[src/sv/sobel_et_pkg.sv]
// Shared types, constants and helpers for the Sobel edge threshold filter.
package sobel_et_pkg;

  localparam int unsigned DEF_MAX_WIDTH = 1024;
  localparam int unsigned HEIGHT_LIMIT  = 4096;
  localparam int unsigned ROW_W         = $clog2(HEIGHT_LIMIT);

  localparam int unsigned PIX_W         = 8;
  localparam int unsigned FW_W          = 11;
  localparam int unsigned FH_W          = 13;
  localparam int unsigned SUM_W         = 12;

  localparam int unsigned RESET_WIDTH     = 640;
  localparam int unsigned RESET_HEIGHT    = 480;
  localparam logic [PIX_W-1:0] RESET_THRESHOLD = 8'd250;

  localparam int unsigned CFG_IDX_W  = 2;
  localparam int unsigned CFG_DATA_W = 13;
  localparam logic [CFG_IDX_W-1:0] CFG_FRAME_WIDTH    = 2'd0;
  localparam logic [CFG_IDX_W-1:0] CFG_FRAME_HEIGHT   = 2'd1;
  localparam logic [CFG_IDX_W-1:0] CFG_EDGE_THRESHOLD = 2'd2;

  typedef struct packed {
    logic valid;
    logic interior;
    logic last;
  } stage_ctrl_t;

  // Last valid index for a size clamped to 3..lim.
  function automatic int unsigned last_index(int unsigned v, int unsigned lim);
    int unsigned r;
    if (v < 3) begin
      r = 2;
    end else if (v > lim) begin
      r = lim - 1;
    end else begin
      r = v - 1;
    end
    return r;
  endfunction

  // Saturate a signed kernel sum to 0..255.
  function automatic logic [PIX_W-1:0] clip8(logic signed [SUM_W-1:0] s);
    logic [PIX_W-1:0] r;
    if (s[SUM_W-1]) begin
      r = '0;
    end else if (|s[SUM_W-2:PIX_W]) begin
      r = '1;
    end else begin
      r = s[PIX_W-1:0];
    end
    return r;
  endfunction

endpackage

[src/sv/sobel_et_kernel.sv]
// 3x3 window, kernel sums, clipping, threshold and output register.
module sobel_et_kernel import sobel_et_pkg::*; (
  input  logic             clk_i,
  input  logic             rst_ni,
  input  logic             adv_i,
  input  stage_ctrl_t      s1_ctrl_i,
  input  logic [PIX_W-1:0] pix_i,
  input  logic [PIX_W-1:0] up_i,
  input  logic [PIX_W-1:0] mid_i,
  input  logic [PIX_W-1:0] threshold_i,
  output logic             out_valid_o,
  output logic [PIX_W-1:0] edge_value_o,
  output logic             frame_last_o
);

  function automatic logic signed [SUM_W-1:0] sx(logic [PIX_W-1:0] v);
    return signed'(SUM_W'(v));
  endfunction

  logic [PIX_W-1:0] win_q [6];

  logic signed [SUM_W-1:0] sum_h, sum_d1, sum_d2;
  logic signed [SUM_W-1:0] h_q, d1_q, d2_q;
  logic                    s2_valid_q, s2_last_q;

  logic [PIX_W-1:0] c_h, c_d1, c_d2, best;

  logic             out_valid_q, out_last_q;
  logic [PIX_W-1:0] out_edge_q;

  // p[row][col]: row 0 oldest line, col 2 newest column.
  always_comb begin
    sum_h  = sx(win_q[0]) + (sx(win_q[2]) <<< 1) + sx(win_q[4])
           - sx(up_i) - (sx(mid_i) <<< 1) - sx(pix_i);
    sum_d1 = (sx(up_i) <<< 1) + sx(mid_i) + sx(win_q[1])
           - sx(win_q[2]) - (sx(win_q[4]) <<< 1) - sx(win_q[5]);
    sum_d2 = sx(win_q[2]) + (sx(win_q[4]) <<< 1) + sx(win_q[5])
           - (sx(up_i) <<< 1) - sx(mid_i) - sx(win_q[1]);
  end

  always_ff @(posedge clk_i or negedge rst_ni) begin
    if (!rst_ni) begin
      for (int i = 0; i < 6; i++) begin
        win_q[i] <= '0;
      end
    end else if (adv_i && s1_ctrl_i.valid) begin
      win_q[0] <= win_q[1];
      win_q[1] <= up_i;
      win_q[2] <= win_q[3];
      win_q[3] <= mid_i;
      win_q[4] <= win_q[5];
      win_q[5] <= pix_i;
    end
  end

  always_ff @(posedge clk_i or negedge rst_ni) begin
    if (!rst_ni) begin
      s2_valid_q <= 1'b0;
    end else if (adv_i) begin
      s2_valid_q <= s1_ctrl_i.valid && s1_ctrl_i.interior;
    end
  end

  always_ff @(posedge clk_i) begin
    if (adv_i) begin
      h_q       <= sum_h;
      d1_q      <= sum_d1;
      d2_q      <= sum_d2;
      s2_last_q <= s1_ctrl_i.last;
    end
  end

  always_comb begin
    c_h  = clip8(h_q);
    c_d1 = clip8(d1_q);
    c_d2 = clip8(d2_q);
    best = c_h;
    if (c_d1 > best) begin
      best = c_d1;
    end
    if (c_d2 > best) begin
      best = c_d2;
    end
  end

  always_ff @(posedge clk_i or negedge rst_ni) begin
    if (!rst_ni) begin
      out_valid_q <= 1'b0;
    end else if (adv_i) begin
      out_valid_q <= s2_valid_q;
    end
  end

  always_ff @(posedge clk_i) begin
    if (adv_i && s2_valid_q) begin
      out_edge_q <= (best > threshold_i) ? best : '0;
      out_last_q <= s2_last_q;
    end
  end

  assign out_valid_o  = out_valid_q;
  assign edge_value_o = out_edge_q;
  assign frame_last_o = out_last_q;

endmodule

[config.mk]
export PLATFORM = sky130hd
export DESIGN_NAME = sobel_et_kernel
export DESIGN_NICKNAME = d
export VERILOG_FILES = /design/src/sv/sobel_et_pkg.sv /design/src/sv/sobel_et_kernel.sv
export SDC_FILE = /design/constraint.sdc
export NUM_CORES = 1
export LEC_CHECK = 0
export BUFFER_PORTS_ARGS = -buffer_cell sky130_fd_sc_hd__clkbuf_2
export CORE_MARGIN = 1.5
export CORE_UTILIZATION = 25
export DETAILED_ROUTE_END_ITERATION = 10
export PLACE_DENSITY = 0.49
export SLEW_MARGIN = 20
export SYNTH_ARGS = -nofsm -noshare
export SYNTH_HDL_FRONTEND = slang
export SYNTH_SLANG_ARGS = --single-unit
export TNS_END_PERCENT = 50
[constraint.sdc]
create_clock -name clk_i -period 7.8 [get_ports clk_i]
set_clock_uncertainty 0.15 [all_clocks]
set_input_delay 1.56 -clock clk_i [delete_from_list [all_inputs] [get_ports clk_i]]
set_output_delay 1.56 -clock clk_i [all_outputs]
set_load 0.01 [all_outputs]
* After elaboration in Yosys (flattened, before gate mapping) *
Index checks and enable logic that the tools add are counted.

word-level totals
  input bits = 38
  output and inout bits = 10
  flip-flop bits (word level) = 96
  word-level logic and storage cells = 46

operators by class
  $lt $le $gt $ge = 3
  add/subtract/negate cells = 15
  multiplexer cells = 8
  reduce and logical (&&, ||, !) cells = 6

operators by type and width
  kind                 number
  $mux W8              8
  $sub A12 B9 Y12      4
  $add A10 B8 Y11      3
  $gt A8 B8 Y1         3
  $sub A11 B8 Y12      2
  $sub A12 B10 Y12     2
  $add A8 B9 Y10       2
  $sub A11 B9 Y12      1
  $add A9 B8 Y10       1
  $reduce_or A3 Y1     3
  $logic_and A1 B1 Y1  3

* Depth between registers and ports, before layout *
Gate-level depths: netlist of run 1.

  word-level depth = 8
  gate-level depth with buffers = 28
  depth with buffers taken out = 25

* Least setup slack after synthesis of run 1 *
Ideal clock, no wire load.

  path type = reg-to-reg
  from = register d1_q[9]
  to = register out_edge_q[0] (netlist: edge_value_o[0]), data pin
  data required time = 7383 ps
  period minus slack after synthesis = 5692 ps
  arrival time = 5275 ps
  cell stages (with the launch flop) = 26
  library setup time = 267 ps
  path slack = 2108 ps
  path buffers = 3
  path through = edfxtp_1 -> or3_1 -> clkbuf_2 -> o21ai_0 -> inv_1 -> ha_1 -> nor2b_1 -> nor4b_1 -> or4_1 -> a21oi_4 -> mux2_4 -> ha_1 -> a21o_1 -> a21oi_1 -> a21oi_1 -> o21ai_0 -> buf_8 -> mux2i_1 -> ha_1 -> a21o_1 -> a22oi_1 -> a31oi_1 -> a2bb2oi_1 -> nand2b_1 -> buf_1 -> o22ai_1

between the ends
  word-level cells in the longest chain between the ends = 8

ends and longest elaborated chain
  element                 line                   source
  start, declared         sobel_et_kernel.sv:23  logic signed [SUM_W-1:0] h_q, d1_q, d2_q;
  start signal, assigned  sobel_et_kernel.sv:67  d1_q <= sum_d1;
  $reduce_or A3 Y1 (*)    sobel_et_pkg.sv:47     end else if (|s[SUM_W-2:PIX_W]) begin
  $mux W8 (*)             sobel_et_pkg.sv:47
  $mux W8 (*)             sobel_et_pkg.sv:45     if (s[SUM_W-1]) begin
  $gt A8 B8 Y1            sobel_et_kernel.sv:78  if (c_d1 > best) begin
  $mux W8 (*)             sobel_et_kernel.sv:78
  $gt A8 B8 Y1            sobel_et_kernel.sv:81  if (c_d2 > best) begin
  $mux W8 (*)             sobel_et_kernel.sv:81
  net best[3]             sobel_et_kernel.sv:26  logic [PIX_W-1:0] c_h, c_d1, c_d2, best;
  $gt A8 B8 Y1 (*)        sobel_et_kernel.sv:96  out_edge_q <= (best > threshold_i) ? best : '0;
  end signal, assigned    sobel_et_kernel.sv:96
  end, declared           sobel_et_kernel.sv:29  logic [PIX_W-1:0] out_edge_q;

Mark *: on every way through the listed nets, which the timed path passes. The rest lies on a longest branch.
A chain may end at the register's enable or synchronous reset.

* Worst setup path after layout of run 1 *
  from = register d1_q[9]
  to = register out_edge_q[2] (netlist: edge_value_o[2]), data pin

Same word-level chain as after synthesis.

==> results.md, run 1 <==
- Status: finished, final reports clean
- Clk slew on worst S/H paths: 0.07 ns
- Slew @ Worst Pin: between 0.7 and 0.8 ns
- EDFF count, synth: 46
- Final setup fails: 0
- DRT Wirelength: 15.13 mm
- Total grt overflow: 0
- Core Area: between 20000 and 30000 µm²
- Hold path start: s2_last_q
- Worst skew pair latency: between 0.3 and 0.4 ns
- Nets: around 900
- Worst EP required: around 7.7 ns
- Max-cap violations: 0
- Max H-tree Level: 3
- Initial Utilization: approximately 25%
- Ys Warns: 0
- Slew Limit Fails: 0
- Setup bufs post-CTS: 0
- Hold crit path type: flop to flop
- First-pass GRT wire length: 25.16 mm
- CTS tree: built
- CTS Buffer Depth: 2
- Final setup TNS: 0 ns
- Syn Inst Count: between 600 and 700
- IO buf count: 47
- DRT iter0 DRCs: approximately 260
- Vias per cell: approximately 4.1
- DRC: 0
- Initial antenna violation count: 0
- DIE AREA: roughly 31000 µm²
- Largest net degree at the start of global routing: 89
- Final Hold Viols: 0
- DR vias: between 4000 and 5000
- WHS Endpoint: frame_last_o
- # rows: 63
- Synth top area cells: fa_1 (23%), edfxtp_1 (18%), dfrtp_1 (17%)
- Yosys top cell area share: ~23%
- Avg WL per Cell: 13.34 µm
- Aggregate global-route resource usage: 10.41%
- Final period utilization: 76.84%
- Hpwl dp: approximately 13 mm
- #FFs+latches synth: between 90 and 100
- Register area share after synthesis: 34.88%
- Total clock sinks: 96
- FFs w/ async S/R, synth: between 50 and 60%
- Cell taking the most area after synthesis: fa_1
- Die Y: about 180 µm
- Share of layout cells above drive strength 1: 12.10%
- Number of library cell types mapped by synthesis: 50
- Critical R2R Launch: d1_q[9]
- CP Data Arrival Time: 5.92 ns
- Min Tclk post-route: approximately 6 ns
- DRT Pass-1 Iters: 4
- Syn_area_per_cell: 10.91 µm²
- Unrepaired setup endpoints after global routing: false
- P&R area growth vs syn: 12.88%
- Slew margin rel.: around 47%
- Commonest non-fill, non-tap cell in the layout: inv_1
- Number of global-route vias before repair: around 4900
- Cts bufs inserted: 9
- RePlAce Congestion: between 0.8 and 0.9
- Worst r2r dst: edge_value_o[2]
- Antenna Cells: 0
- Max frequency: around 170 MHz
- Hold Buf Count CTS: 0
- Crit path capture type: flop
- Post-CTS Resized: 0
- Most frequent cells in the layout: inv_1 (151), fa_1 (87), o21ai_0 (65)
- Antenna Nets Post-Route: 0
- Crit path max fanout: 11
- Root Driver: clkbuf_16
- Synthesized Nets: roughly 900
- Most used DFF post-synth: dfrtp_1
- I/O pin cnt: 48
- Syn Std Cell Area: 7547 µm²
- Startpoint Class: flop
- R2R Setup Slk: 1.81 ns
- Setup CP Type: flop to flop
- Hold path depth: 0
- Die width: approximately 180 µm
- Worst-case reg-to-reg path depth: 23
-- cell usage after synthesis (all sizes together), types with 2 or more instances --
cell and number:
a21boi 6, or4 2, nand3 7, xnor2 12, o21ai 65, mux2i 9
nand2b 4, or3 9, o21bai 10, nor3 4, inv 152, o211a 2
edfxtp 46, nand2 47, and2 2, a21o 9, fa 87, ha 59
o22ai 8, xor2 6, mux2 15, buf 5, a2111oi 2, nor2 21
a31oi 4, clkbuf 9, a21oi 17, nor2b 9, dfrtp 50, nand4 2
-- per-stage QoR --
stage	hold WS (ns)	std cells	instance area [µm²]	util, %	setup WS, ns
2_1_floorplan	0.2503	692	7547	-	2.108
3_3_place_gp	0.2526	1118	8217	27.72	1.925
3_5_place_dp	0.2557	1118	8217	27.72	1.837
4_1_cts	0.2730	1134	8519	28.74	1.831
5_1_grt	0.2803	1134	8519	28.74	1.415
6_report	0.2740	1134	8519	28.74	1.807
-- critical path: stages (launching register included) --
cell and delay, ns:
edfxtp_1 0.38, or3_1 0.48, o21ai_0 0.28, inv_1 0.07, ha_1 0.29, nor2b_1 0.16, a2111oi_0 0.09, or4_1 0.59
a21oi_4 0.35, mux2_4 0.36, ha_1 0.32, a21o_1 0.17, a21oi_1 0.14, a21oi_1 0.08, o21ai_0 0.14, buf_4 0.22
mux2i_1 0.21, ha_1 0.26, a21o_1 0.18, a22oi_1 0.18, a31oi_1 0.11, a2bb2oi_1 0.15, nand2b_1 0.24, o22ai_1 0.14
-- metal layers --
metal	track usage, %	vias up	part of all wire, %
met3	2.148	14	3.2
met2	15.88	72	44
met5	0	-	0
met1	14.84	2249	52
met4	2.966	0	1.3
li1	-	2350	-
-- flip-flops by register name, summed over array words and instances (netlist names) --
signal        flops
win_q            48
s2_last_q         1
d1_q             12
out_valid_o       1
d2_q             12
s2_valid_q        1
frame_last_o      1
edge_value_o      8
h_q              12
-- how the worst max path moves through the flow --
| stage | from | endpoint | slack (ns) |
|---|---|---|---|
| global route | d1_q[9] | edge_value_o[2] | 1.41 |
| CTS | d1_q[9] | edge_value_o[2] | 1.83 |
| finish | d1_q[9] | edge_value_o[2] | 1.81 |
| floorplan | d1_q[9] | edge_value_o[0] | 2.11 |
| detailed placement | d1_q[9] | edge_value_o[2] | 1.84 |
| global placement | d1_q[9] | edge_value_o[3] | 1.92 |
-- layout make-up --
| class | count | area [µm²] |
|---|---|---|
| clock buffers | 11 | 257.7 |
| clock inverters | 5 | 45.04 |
| fillers | 3135 | 21120 |
| inverters | 152 | 570.5 |
| multi-input cells | 429 | 4260 |
| flip-flops and latches | 96 | 2633 |
| well taps | 390 | 488.0 |
| repair buffers | 51 | 265.3 |
-- logic make-up after synthesis --
logic type      after synthesis  share of synthesized area [%]
buf+inv                     167                          8.703
flops                        96                          34.88
xor+xnor                     18                          2.089
mux                          24                          3.730
simple gates                110                          6.996
compound gates              131                          10.74
fa+ha+maj                   146                          32.86
Power of run 1 is left out: the tool's default activity adds up to more than one toggle a clock period on the data nets, which glitch-free logic cannot reach.
==> run 2, diff against run 1 <==
- PLACE_DENSITY: 0.49 -> 0.5
- clock period: 7.8 -> 5.06 ns (I/O delays scaled with it)
==> run 2 against run 1 <==
Compared with the run above: the run now ends with negative setup slack left; clock-buffer cell count down 1; first-iteration DRC count down 32%; routed wire length up 4.1%; die area unchanged; non-clock buffer count up 48; core utilization up 2.0 points; via count up 3.9%; final cell count up 4.2%; largest cell class unchanged; fmax up 9.3%; sequential share of layout area down 2.0 points.
==> results.md, run 2 (synthesis gave the netlist of run 1 again) <==
- Status: finished, violations left (was finished, final reports clean)
- Failing checks: negative setup slack
- Finished Layout Cells: 1182 (was 1134)
- Unrepaired setup endpoints after global routing: true (was false)
- CP Data Arrival Time: 5.54 ns (was 5.92 ns)
- DIE AREA: 31240 µm² (unchanged)
- Setup CP Type: flop to flop (unchanged)
- Core Area: 29640 µm² (unchanged)
- Slew margin rel.: 54.61% (was 47.47%)
- Most frequent cells in the layout: inv_1 (151), fa_1 (87), o21ai_0 (59) (was inv_1 (151), fa_1 (87), o21ai_0 (65))
- Total clock sinks: 96 (unchanged)
- Biggest register: win_q (unchanged)
- Antenna Cells: 0 (unchanged)
- DRC: 0 (unchanged)
- Max frequency: 182.4 MHz (was 166.9 MHz)
- # rows: 63 (unchanged)
- CTS Buffer Depth: 2 (unchanged)
- Final Hold Viols: 0 (unchanged)
- Number of global-route vias before repair: 5106 (was 4854)
- Slew Limit Fails: 0 (unchanged)
- Aggregate global-route resource usage: 10.79% (was 10.41%)
- Vias per cell: 4.118 (was 4.131)
- Final setup fails: 8 (was 0)
- Slew @ Worst Pin: 0.6809 ns (was 0.7880 ns)
- Commonest non-fill, non-tap cell in the layout: inv_1 (unchanged)
- Nets: 971 (was 923)
- Hold crit path type: flop to flop (unchanged)
- DRT Pass-1 Iters: 4 (unchanged)
- Hold Buf Count CTS: 0 (unchanged)
- Share of layout cells above drive strength 1: 21.34% (was 12.10%)
- Final period utilization: 108.3% (was 76.84%)
- Antenna Nets Post-Route: 0 (unchanged)
- IO buf count: 47 (unchanged)
- Total grt overflow: 0 (unchanged)
- Largest net degree at the start of global routing: 89 (unchanged)
- Slack of the critical path: -0.4212 ns (was 1.807 ns)
- Startpoint Class: flop (unchanged)
- I/O pin cnt: 48 (unchanged)
- Cts bufs inserted: 9 (unchanged)
- Root Driver: clkbuf_16 (unchanged)
- Max reg flops: 48 (unchanged)
- DR vias: 4868 (was 4685)
- First-pass GRT wire length: 26.20 mm (was 25.16 mm)
- Initial Utilization: 25.46% (unchanged)
- Die width: 176.8 µm (unchanged)
- P&R area growth vs syn: 20.69% (was 12.88%)
- Initial antenna violation count: 0 (unchanged)
- Clk slew on worst S/H paths: 0.07 ns (about the same)
- CTS tree: built (unchanged)
- DRT Wirelength: 15.74 mm (was 15.13 mm)
- Die Y: 176.8 µm (unchanged)
- Placed insts: 1158 (was 1118)
- Max-cap violations: 0 (unchanged)
- Crit path capture type: flop (unchanged)
- Max H-tree Level: 3 (unchanged)
- Worst skew pair latency: 0.37 ns (was 0.36 ns)
- Worst EP required: 5.12 ns (was 7.73 ns)
- DRT iter0 DRCs: 178 (was 263)
- RePlAce Congestion: 0.7815 (was 0.8281)
- Min Tclk post-route: 5.481 ns (was 5.993 ns)
- Hpwl dp: 12.87 mm (was 12.55 mm)
- Avg WL per Cell: 13.32 µm (was 13.34 µm)
- Crit path max fanout: 8 (was 11)
[run 2: what timing repair did]
item	CTS	global route
pin swaps	2	17
resized for setup	8	23
buffers inserted	4	4
setup endpoints to repair	8	8
[run 2: layer usage]
metal	wire [µm]	up-vias	track usage (%)
li1	-	2440	-
met1	7977	2359	15.01
met2	7163	57	17.09
met3	443	12	2.513
met4	159	0	2.225
met5	0	-	0
[run 2: worst max-delay path: stages, from the launching register on]
cell       delay (ns)
edfxtp_1         0.39
or3_4            0.44
o21ai_2          0.16
inv_2            0.06
ha_4             0.26
nor2b_4          0.14
a2111oi_2        0.04
or4_4            0.56
a21oi_4          0.18
buf_12           0.14
mux2_4           0.32
ha_4             0.29
nand3_4          0.07
o21bai_4         0.17
a21oi_2          0.13
o21ai_2          0.07
buf_6            0.14
mux2i_2          0.15
ha_1             0.34
nand3_2          0.09
o21bai_1         0.16
a31oi_1          0.22
a2bb2oi_2        0.29
nand2b_4         0.15
o22ai_2          0.19
[run 2: final timing paths]
kind | start | end | slack, ns | cells after the start
setup / recovery | d1_q[10] | edge_value_o[2] | -0.42 | 24
hold / removal | s2_last_q | frame_last_o | 0.28 | 0
setup reg to reg | d1_q[10] | edge_value_o[2] | -0.42 | 24
hold reg to reg | s2_last_q | frame_last_o | 0.28 | 0
max in group asynchronous | rst_ni | s2_valid_q | 3.69 | 2
min in group asynchronous | rst_ni | win_q[29] | 0.62 | 2
[run 2: cell type report]
class | count | area, µm²
clock buffers | 10 | 250.2
fillers | 3112 | 20530
multi-input cells | 429 | 4463
repair buffers | 99 | 654.4
well taps | 390 | 488.0
clock inverters | 6 | 50.05
flip-flops and latches | 96 | 2633
inverters | 152 | 570.5
[run 2: stage by stage]
step | hold slack [ns] | setup WS [ns] | TNS [ns] | util (%) | cell area, µm²
global route | 0.3161 | -0.6395 | -4.853 | 30.73 | 9109
detailed placement | 0.2573 | -0.5369 | -4.219 | 29.05 | 8610
finish | 0.2826 | -0.4212 | -3.179 | 30.73 | 9109
floorplan | 0.2503 | -0.2006 | -1.586 | - | 7622
global placement | 0.2506 | -0.3985 | -3.168 | 29.05 | 8610
CTS | 0.2889 | -0.3901 | -2.941 | 30.26 | 8969
Power of run 2 is left out for the same reason.
